--- config.mk ---
export PLATFORM = sky130hd
export DESIGN_NAME = tcb_ctrl
export DESIGN_NICKNAME = d
export VERILOG_FILES = /design/src/hw/rtl/assert_macros.svh /design/src/hw/rtl/tcb_pkg.sv /design/src/hw/rtl/tcb_ctrl.sv
export SDC_FILE = /design/constraint.sdc
export NUM_CORES = 1
export LEC_CHECK = 0
export ABC_AREA = 0
export BUFFER_PORTS_ARGS = -buffer_cell sky130_fd_sc_hd__buf_2
export CAP_MARGIN = 25
export CORE_AREA = 5 5 42 44
export CTS_BUF_LIST = sky130_fd_sc_hd__clkbuf_8 sky130_fd_sc_hd__clkbuf_16
export CTS_CLUSTER_DIAMETER = 50
export DETAILED_ROUTE_END_ITERATION = 8
export DIE_AREA = 0 0 47 49
export MAX_ROUTING_LAYER = met4
export SETUP_SLACK_MARGIN = 0.02
export SLEW_MARGIN = 0
export SYNTH_ARGS = -nofsm -noshare
export SYNTH_HDL_FRONTEND = slang
export SYNTH_SLANG_ARGS = --single-unit
--- constraint.sdc ---
create_clock -name clk -period 1.5 [get_ports clk]
set_input_delay 0.075 -clock clk [delete_from_list [all_inputs] [get_ports clk]]
set_output_delay 0.075 -clock clk [all_outputs]
set_load 0.05 [all_outputs]
--- src/hw/rtl/assert_macros.svh ---
// Assertion macros, used by text_terminal_cell_buffer.
// No dependencies; expects clk and rst_n in the scope of each use.
`ifndef ASSERT_MACROS_SVH
`define ASSERT_MACROS_SVH
`ifndef SYNTHESIS
`define ASSERT_IMP(lbl, ante, cons) \
  lbl: assert property (@(posedge clk) disable iff (!rst_n) (ante) |-> (cons)) \
    else $error("assertion failed: same-cycle implication");
`define ASSERT_NXT(lbl, ante, cons) \
  lbl: assert property (@(posedge clk) disable iff (!rst_n) (ante) |=> (cons)) \
    else $error("assertion failed: next-cycle implication");
`else
`define ASSERT_IMP(lbl, ante, cons)
`define ASSERT_NXT(lbl, ante, cons)
`endif
`endif

--- src/hw/rtl/tcb_pkg.sv ---
// Shared types and constants of the text terminal cell buffer.
// No dependencies.
package tcb_pkg;

  localparam int COLUMNS = 80;
  localparam int ROWS    = 70;
  localparam int CELLS   = ROWS * COLUMNS;

  localparam int ACTION_W = 2;
  localparam int CHAR_W   = 8;
  localparam int POS_W    = 7;
  localparam int ADDR_W   = $clog2(CELLS);

  typedef logic [POS_W-1:0]  pos_t;
  typedef logic [CHAR_W-1:0] char_t;
  typedef logic [ADDR_W-1:0] addr_t;

  localparam char_t SPACE_CHAR      = 8'h20;
  localparam char_t DEL_CHAR        = 8'd127;
  localparam char_t BS_CHAR         = 8'd8;
  localparam char_t CR_CHAR         = 8'd13;
  localparam char_t LF_CHAR         = 8'd10;
  localparam char_t FIRST_PRINTABLE = 8'd32;

  localparam pos_t  LAST_ROW      = POS_W'(ROWS - 1);
  localparam pos_t  LAST_COL      = POS_W'(COLUMNS - 1);
  localparam addr_t LAST_CELL     = ADDR_W'(CELLS - 1);
  localparam addr_t ROW_LAST_CELL = ADDR_W'(COLUMNS - 1);

  typedef enum logic [ACTION_W-1:0] {
    ACT_PUT   = 2'd0,
    ACT_CLEAR = 2'd1,
    ACT_READ  = 2'd2,
    ACT_NONE  = 2'd3
  } action_t;

  typedef enum logic [2:0] {
    ST_INIT,
    ST_IDLE,
    ST_EXEC,
    ST_RD_WAIT,
    ST_BLANK,
    ST_CLEAR,
    ST_PUSH
  } state_t;

  typedef struct packed {
    logic accept;
    logic exec;
    logic sweep;
    logic rd_capture;
    logic push;
  } tcb_cmd_t;

  typedef struct packed {
    action_t action;
    logic    scroll_needed;
    logic    sweep_last;
    logic    out_free;
  } tcb_stat_t;

endpackage

--- src/hw/rtl/tcb_ctrl.sv ---
// Sequencing state machine of the text terminal cell buffer.
// Depends on tcb_pkg; drives the datapath through tcb_cmd_t.
module tcb_ctrl (
  input  logic               clk,
  input  logic               rst_n,
  input  logic               in_valid,
  output logic               in_ready,
  input  tcb_pkg::tcb_stat_t stat,
  output tcb_pkg::tcb_cmd_t  cmd
);
  import tcb_pkg::*;

  state_t state_r, state_nxt;

  always_ff @(posedge clk) begin
    if (!rst_n) begin
      state_r <= ST_INIT;
    end else begin
      state_r <= state_nxt;
    end
  end

  always_comb begin
    state_nxt = state_r;
    case (state_r)
      ST_INIT: begin
        if (stat.sweep_last) state_nxt = ST_IDLE;
      end
      ST_IDLE: begin
        if (in_valid) state_nxt = ST_EXEC;
      end
      ST_EXEC: begin
        case (stat.action)
          ACT_PUT:   state_nxt = stat.scroll_needed ? ST_BLANK : ST_PUSH;
          ACT_CLEAR: state_nxt = ST_CLEAR;
          ACT_READ:  state_nxt = ST_RD_WAIT;
          default:   state_nxt = ST_PUSH;
        endcase
      end
      ST_RD_WAIT: state_nxt = ST_PUSH;
      ST_BLANK, ST_CLEAR: begin
        if (stat.sweep_last) state_nxt = ST_PUSH;
      end
      ST_PUSH: begin
        if (stat.out_free) state_nxt = ST_IDLE;
      end
      default: state_nxt = ST_INIT;
    endcase
  end

  always_comb begin
    in_ready = 1'b0;
    cmd      = '0;
    case (state_r)
      ST_INIT:    cmd.sweep = 1'b1;
      ST_IDLE: begin
        in_ready   = 1'b1;
        cmd.accept = in_valid;
      end
      ST_EXEC:    cmd.exec = 1'b1;
      ST_RD_WAIT: cmd.rd_capture = 1'b1;
      ST_BLANK,
      ST_CLEAR:   cmd.sweep = 1'b1;
      ST_PUSH:    cmd.push = stat.out_free;
      default: ;
    endcase
  end

endmodule

## Word level (Yosys, flattened, before mapping)

Index checks and enable logic that the tools add are counted.

- Flip-flop bits (word level): 3
- Bits of input ports: 8
- Output and inout port bits: 6
- Word-level logic and storage cells: 31

- Equal/unequal tests: 12
- Mux-type cells: 13
- Reductions and logical operators: 5

Operator list:

| operator | count |
|---|---|
| $pmux W3 S6 | 1 |
| $mux W3 | 4 |
| $eq A3 B3 Y1 const B | 3 |
| $pmux W3 S3 | 1 |
| $ne A2 B2 Y1 const B | 4 |
| $eq A3 B2 Y1 const B | 2 |
| $mux W1 | 6 |
| $reduce_and A4 Y1 | 1 |
| $eq A3 B1 Y1 const B | 1 |
| $logic_not A3 Y1 | 1 |
| $reduce_or A3 Y1 | 1 |
| $eq A2 B1 Y1 const B | 1 |
| $eq A2 B2 Y1 const B | 1 |
| $logic_not A2 Y1 | 1 |
| $mux W2 | 1 |
| $reduce_or A2 Y1 | 1 |

## Depth between registers and ports, before layout

Gate-level depths: netlist (run 1).

- Word-level depth: 4
- Depth in mapped cells: 6
- Depth with buffers taken out: 6

## Worst setup path before layout (run 1)

Ideal clock, no wire load.

- Path type: reg-to-reg
- From: register state_r[1]
- To: register state_r[1]
- Setup time: 0.058 ns
- Data arrival time: 2.101 ns
- Required time: 1.442 ns
- Setup slack: -0.660 ns
- Cell stages (with the launch flop): 5
- Path buffers: 0
- Clock period less this slack: 2.160 ns
- Cells stage by stage: dfxtp_1 -> nor3b_1 -> o31ai_1 -> nand3_1 -> a31o_1

- Longest elaborated chain between the ends: 4
- Elaborated cells between the ends (all ways): 14
- Those cells by class: eq/ne (10); mux (1); reduce/logical (3)

RTL lines:

| element | RTL line | source |
|---|---|---|
| start: declaration | tcb_ctrl.sv:13 | `state_t state_r, state_nxt;` |
| start signal: assignment | tcb_ctrl.sv:19 | `state_r <= state_nxt;` |
| $eq A3 B3 Y1 | tcb_ctrl.sv:25 | `case (state_r)` |
| $reduce_or A2 Y1 | tcb_ctrl.sv:25 |  |
| $ne A2 B2 Y1 (no source line) | - |  |
| $reduce_and A4 Y1 (no source line) | - |  |

Several ways; a longest one is shown, not always the timed one.
A chain may end at the register's enable or synchronous reset.

==> results.cfg, run 1 <==
[detailed_routing]
wl_per_cell_um = 11.1
dr_total_vias = 365
first_pass_iters = 4
drc = 0
finalWirelength_um = 865
first_iter_violations = 3
via_per_inst = 4.68
ant_nets = 0

[grt]
gr-usage-all-layers = 0.0823
grt_pass1_wl_mm = 1.35
grt_max_degree = 9
grt_overflow_total = 0
antenna_found_initial = 0
grt_pass1_vias = 338

[setup_path]
critical_path_buf_inv_count = 1
cp-end-kind = output port
criticalPathCategory = reg -> out
critPathMaxStageDelay_ns = 0.39
crit_required_ns = 1.42
crit_family = flip-flops
arrival_ns = 1.25
crit_fanout = 7
crit_cells = 3
crit_slowest_cell = dfxtp_2
crit_chain = or2b_1 -> nor2_1 -> buf_2
worstSetupStartpointType = register
ff2ff_path_depth = 4

[floorplanning]
coreArea_sq_um = 1400
die_x_um = 47
core.rowCount = 14
die_y_um = 49
dieArea_sq_um = 2300
io_pins = 14
start_util = 0.230

[placement]
dpl.hpwl_um = 724
portBuffers = 13
dp_cells = 74
gp_congestion = 0.720

[layout]
final_nets = 74
drive_gt1_frac = 0.355
multi_input_area_sq_um = 244
register_area_sq_um = 61.3
fin_util = 0.339
reg_top3 = state_r (3)
area_growth_pct = 47.3
largest_reg_flops = 3
diodes = 0
fill_cells = 168
largest-register = state_r
final_cells = 78

[synthesis]
yosysMostFrequentCell = inv_1
synth_cell_type_count = 25
yosys_warnings = 0
yosysSeqAreaShare = 0.186
ys_ff_latch = 3
synth_ff_type = dfxtp_1
syn_area_per_cell_sq_um = 7.34
synth_nets = 55
synth_top_area_share = 0.186
syn_area_sq_um = 323
synth_area_leaders = dfxtp_1 19%, ha_1 12%, inv_1 7.0%
synth-edff-count = 0
yosys.area.top_type = dfxtp_1
ys_async_sr_fraction = 0
syn_inst = 44

[clock_network]
root_buffer = clkbuf_8
cts_tree = built
cts_setup_buffers = 0
clock_path_buffers = 2
cts_max_level = 1
cts_sinks = 3
cts_made_buffers = 3
clkTransAtPathRegs_ns = 0.03
clock_latency_ns = 0.22

[sta]
hold_violations = 0
grt_setup_unrepaired = no
fmax_mhz = 756
fin_worst_skew_ns = 0.00295
min_period_ns = 1.32
worst_slew_pin_slew_ns = 0.265
timing.slew.headroom = 0.823
drv_slew = 0
tns_ns = 0
setup_viol = 0
period_share = 0.882

[status]
status = finished clean

[flow_run]
max-cap-violations = 0

[hold_path]
worstHoldPathType = in -> reg
holdPathStages = 2

[power_and_ir_drop]
p_per_area_nw_per_um2 = 1790
leakage_nw = 0.237
vdd_drop_max_uv = 428
## worst paths after layout
check	start	endpoint	slack, ns
max	state_r[0]	cmd[1]	0.18
min	rst_n	state_r[1]	0.14
max reg2reg	state_r[1]	state_r[0]	0.20
min reg2reg	state_r[0]	state_r[0]	0.52
## layout by cell type, fill, tap and decap left out
cell type,count
nand2b_1,1
a211oi_1,1
nand4_1,1
mux2i_1,1
a22o_1,1
nand3_1,2
o31ai_1,1
nor2b_1,2
nand2_1,3
or3_1,1
buf_4,2
a221o_1,1
nor2_2,1
dfxtp_1,2
and2b_2,1
nor3b_4,1
a31o_1,1
inv_1,7
o22ai_1,2
nor2_1,3
o21ai_0,1
buf_2,12
ha_1,3
clkbuf_4,1
nor3b_1,2
a21oi_1,2
and3_1,1
or2b_1,1
clkbuf_8,3
dfxtp_2,1
## final cells by class
cell class,instances,area share
clock buffer,3,0.0868
clock inverter,1,0.00789
inverter,6,0.0474
multi-input combinational,34,0.513
sequential,3,0.129
tap,16,0.0421
timing repair buffer,15,0.174
## worst reg2reg max path, delay by kind of cell, from the launching register on
kind	cells	cell delay, ns
multiplexers	1	0.07
flip-flops	1	0.46
AND/OR/NAND/NOR	2	0.49
buffers and inverters	1	0.17
## per-stage QoR
step / hold WS, ns / power, W / setup WS, ns / area [sq um]
6_report: 0.139 / 0.000851 / 0.178 / 475
5_1_grt: 0.164 / 0.000904 / 0.103 / 475
4_1_cts: 0.140 / 0.000848 / 0.0719 / 472
3_5_place_dp: 0.362 / 0.000616 / 0.170 / 427
3_3_place_gp: 0.360 / 0.000613 / 0.177 / 427
2_1_floorplan: 0.203 / 0.000503 / 0.0683 / 334
## logic make-up (layout without fill, tap and decap cells)
group	count (synthesis)	count (layout)	share of synthesized area
simple gates	20	20	0.357
compound gates	10	10	0.217
buf+inv	7	25	0.0930
fa+ha+maj	3	3	0.116
flops	3	3	0.186
mux	1	1	0.0310
## where the power goes
part,switching (W),internal (W)
clock,0.0000550,0.000174
sequential,0.0000438,0.000107
combinational,0.000305,0.000166
## timing repair
| action | 4_1_cts | 5_1_grt |
|---|---|---|
| hold buffers | 0 | 0 |
| endpoints found under the setup margin | 0 | 1 |
| resized for setup | 0 | 2 |
## per-layer routing
metal / global-route usage / vias up / part of all wire
li1: - / 189 / -
met1: 0.103 / 164 / 0.43
met2: 0.115 / 12 / 0.49
met3: 0.0258 / 0 / 0.077
met4: 0.0415 / 0 / 0
met5: - / - / 0
Note: power is estimated with default switching activity, not from simulation.
==> run 2: changes to the inputs <==
Settings changed: BUFFER_PORTS_ARGS -buffer_cell sky130_fd_sc_hd__buf_2 to -buffer_cell sky130_fd_sc_hd__buf_4.
==> run 2 against run 1 <==
Clock power increased by 3%. Clock skew up 0.0031 ns. Sequential share of layout area fell by 0.98 points. Sequential power down 3%. Maximum frequency is 3.8% lower. Hold slack got worse by 0.020 ns. Global-route usage grew 0.29 points. Register-to-register slack worse by 0.06 ns. Routed wire length shrank 0.81%. Critical path type unchanged. Largest power group unchanged.
==> results.cfg, run 2 (synthesis results as in run 1) <==
[detailed_routing]
ant_nets = 0
first_iter_violations = 5
finalWirelength_um = 858
dr_total_vias = 380
via_per_inst = 4.87
wl_per_cell_um = 11.0
drc = 0
first_pass_iters = 4

[layout]
drive_gt1_frac = 0.339
largest-register = state_r
largest_reg_flops = 3
final_nets = 74
reg_top3 = state_r (3)
fin_util = 0.360
layout_common_cells = 15 x buf_4, 7 x inv_1
diodes = 0
area_growth_pct = 56.2
mostFrequentLayoutCell = buf_4

[power_and_ir_drop]
power_switching_w = 0.000407
pwr-share-comb = 0.565
leakage_nw = 0.244
p_clk_frac = 0.269
p_per_area_nw_per_um2 = 1740
p_seq_frac = 0.166
swShare = 0.463
vdd_drop_max_uv = 735
internal_power_w = 0.000472

[floorplanning]
core.rowCount = 14
die_x_um = 47
die_y_um = 49
io_pins = 14
coreArea_sq_um = 1400
dieArea_sq_um = 2300
start_util = 0.230

[clock_network]
cts.repair.resized = 0
cts_made_buffers = 3
root_buffer = clkbuf_8
cts_setup_buffers = 0
clock_path_buffers = 2
cts_tree = built
cts_sinks = 3
cts_max_level = 1
clkTransAtPathRegs_ns = 0.04
cts_hold_buf = 0
clock_latency_ns = 0.22

[sta]
hold_violations = 0
worst_slack_ns = 0.125
drv_slew = 0
period_share = 0.917
min_period_ns = 1.38
grt_setup_unrepaired = no
fmax_mhz = 727
fin_worst_skew_ns = 0.00604
tns_ns = 0
worst_slew_pin_slew_ns = 0.251
timing.slew.headroom = 0.833
setup_viol = 0
worst_hold_slack_ns = 0.119

[setup_path]
criticalPathCategory = reg -> out
worstSetupStartpointType = register
crit_fanout = 7
crit_required_ns = 1.42
cp-end-kind = output port
arrival_ns = 1.30

[placement]
portBuffers = 13
pre_cts_slack_ns = 0.131
gp_congestion = 0.723
dpl.hpwl_um = 700

[flow_run]
max-cap-violations = 0

[status]
status = finished clean

[grt]
grt_max_degree = 8
grt_pass1_wl_mm = 1.35
grt_overflow_total = 0
grt_pass1_vias = 338
gr-usage-all-layers = 0.0852
antenna_found_initial = 0

[hold_path]
worstHoldPathType = in -> reg
==> run 2: changes by cell type in the layout (fill, tap and decap cells not counted) <==
cell / change
buf_2: -12
buf_4: +13
clkbuf_4: -1
dfxtp_1: +1
dfxtp_2: -1
==> run 2: layer usage <==
layer / GRT usage / wire length [um]
met1: 0.101 / 366
met4: 0.0691 / 23
met3: 0.0258 / 89
met2: 0.113 / 378
met5: - / 0
==> run 2: final cells by class <==
type	count	area, sq um
fillers	161	897
multi-input cells	34	244
repair buffers	15	113
flip-flops and latches	3	60.1
clock buffers	3	41.3
inverters	6	22.5
well taps	16	20.0
clock inverters	1	3.75
==> run 2: stage by stage <==
stage | power (W) | cells | instance area [sq um]
4_1_cts | 0.000886 | 78 | 504
2_1_floorplan | 0.000503 | 44 | 334
5_1_grt | 0.000936 | 78 | 504
6_report | 0.000879 | 78 | 504
3_5_place_dp | 0.000643 | 74 | 459
3_3_place_gp | 0.000644 | 74 | 459
==> run 2: power groups by stage <==
| stage | Combinational (W) | Clock [W] | Sequential [W] |
|---|---|---|---|
| after global routing | 0.000531 | 0.000254 | 0.000151 |
| after detailed placement | 0.000495 | 0 | 0.000148 |
| after floorplan | 0.000368 | 0 | 0.000135 |
| final | 0.000496 | 0.000236 | 0.000146 |
| after CTS | 0.000499 | 0.000242 | 0.000146 |
| after global placement | 0.000498 | 0 | 0.000147 |
==> run 2: final timing paths <==
| kind | slack [ns] | endpoint | depth (start not counted) | from |
|---|---|---|---|---|
| worst max-delay path | 0.12 | cmd[4] | 3 | state_r[2] |
| worst min-delay path | 0.12 | state_r[1] | 2 | rst_n |
| worst max register to register | 0.14 | state_r[1] | 3 | state_r[2] |
| worst min register to register | 0.56 | state_r[0] | 2 | state_r[0] |
==> run 2: worst max-delay path: stages (launching register included) <==
cell and delay (ns):
dfxtp_1 0.45, and2b_2 0.27, and3_1 0.18, buf_4 0.18
==> run 3: changes to the inputs <==
==> constraint.sdc (replaced) <==
create_clock -name clk -period 1.5 [get_ports clk]
set_input_delay 0.3 -clock clk [delete_from_list [all_inputs] [get_ports clk]]
set_output_delay 0.3 -clock clk [all_outputs]
set_load 0.05 [all_outputs]
==> run 3 against run 2 <==
First-iteration DRC count down 60%. Flip-flop and latch count unchanged. Sequential share of layout area is 0.68 points higher. Count of clock-buffer cells in the layout unchanged. Critical path type unchanged. Largest power group unchanged.
==> results.cfg, run 3 (synthesis results as in run 1) <==
[floorplanning]
die_x_um = 47
start_util = 0.230
io_pins = 14
die_y_um = 49
coreArea_sq_um = 1400
core.rowCount = 14
dieArea_sq_um = 2300

[sta]
drv_slew = 0
worst_slew_pin_slew_ns = 0.212
grt_setup_unrepaired = yes
setup_viol = 0
fmax_mhz = 692
timing.slew.headroom = 0.858
hold_violations = 0
min_period_ns = 1.45
period_share = 0.964
fin_worst_skew_ns = 0.00197

[clock_network]
cts_tree = built
clock_path_buffers = 2
clock_latency_ns = 0.21
cts_made_buffers = 3
cts_max_level = 1
cts_hold_buf = 0
cts_setup_buffers = 0
clkTransAtPathRegs_ns = 0.03
cts_sinks = 3
root_buffer = clkbuf_8

[power_and_ir_drop]
p_per_area_nw_per_um2 = 1700
vdd_drop_max_uv = 465
leakage_nw = 0.251

[flow_run]
max-cap-violations = 0

[detailed_routing]
first_iter_violations = 2
drc = 0
wl_met3_um = 36
wl_met1_um = 383
finalWirelength_um = 781
dr_total_vias = 349
wl_met2_um = 361
wl_per_cell_um = 10.0
via_per_inst = 4.47
ant_nets = 0
first_pass_iters = 2
highest_layer = met3

[layout]
drive_gt1_frac = 0.452
fin_area_sq_um = 527
reg_top3 = state_r (3)
fin_util = 0.376
area_growth_pct = 63.2
largest-register = state_r
diodes = 0
final_nets = 74
largest_reg_flops = 3
layout_common_cells = 12 x buf_4, 7 x inv_1, 4 x nor2_2
mostFrequentLayoutCell = buf_4
fill_cells = 151

[setup_path]
r2r_setup_slack_ns = 0.25
crit_chain = or2b_4 -> nor2_2 -> buf_6
arrival_ns = 1.15
cp-end-kind = output port
worstSetupStartpointType = register
criticalPathCategory = reg -> out
critPathMaxStageDelay_ns = 0.37
crit_required_ns = 1.20
crit_fanout = 7
crit_slowest_cell = dfxtp_4

[grt]
gr-usage-all-layers = 0.0728
antenna_found_initial = 0
grt_pass1_wl_mm = 1.25
grt_overflow_total = 0
grt_pass1_vias = 329
grt_max_degree = 9

[placement]
portBuffers = 13
gp_congestion = 0.741
dpl.hpwl_um = 614
place_area_sq_um = 455

[hold_path]
worstHoldPathType = in -> reg

[status]
status = finished clean
run 3: cell counts in the layout (fill, tap and decap cells not counted):
No cell type changed its count.
run 3: repair_timing:
item	CTS	global route
hold endpoints to repair	0	0
resized for setup	3	7
endpoints found under the setup margin	3	3
pin swaps	0	0
run 3: worst paths after layout:
path | cells past startpoint | endpoint | start
setup reg to reg | 3 | state_r[1] | state_r[2]
hold reg to reg | 2 | state_r[0] | state_r[0]
hold / removal | 2 | state_r[2] | rst_n
setup / recovery | 3 | cmd[1] | state_r[0]
run 3: power by group:
group | total (W) | internal [W] | switching, W
sequential | 0.000155 | 0.000114 | 0.0000411
clock | 0.000222 | 0.000174 | 0.0000485
combinational | 0.000516 | 0.000211 | 0.000305
total | 0.000893 | 0.000499 | 0.000394
run 3: cell type report:
class | count | area [sq um] | share of cell area
clock inverter | 1 | 3.75 | 0.00713
sequential | 3 | 66.3 | 0.126
clock buffer | 3 | 41.3 | 0.0784
tap | 16 | 20.0 | 0.0380
multi-input combinational | 34 | 249 | 0.473
inverter | 6 | 22.5 | 0.0428
timing repair buffer | 15 | 124 | 0.235
run 3: critical path, delay by kind of cell (launching register included):
family	cells	cell delay, ns
and+or+nand+nor	2	0.39
DFF	1	0.37
buffers and inverters	1	0.17
run 3: metrics by stage:
stage                     power [W]  setup TNS, ns  hold slack [ns]  instances  worst slack, ns
final                      0.000893              0            0.350         78           0.0542
after global routing       0.000954              0            0.368         78           0.0227
after CTS                  0.000861              0            0.353         78           0.0211
after detailed placement   0.000628              0            0.548         74           0.0534
after global placement     0.000628              0            0.541         74           0.0579
after floorplan            0.000491         -0.400            0.428         44           -0.151
run 3: per-layer routing:
| metal | vias up | global-route usage |
|---|---|---|
| met5 | - | - |
| met4 | 0 | 0.0276 |
| met3 | 0 | 0.0221 |
| met2 | 8 | 0.0973 |
| met1 | 150 | 0.101 |
| li1 | 191 | - |
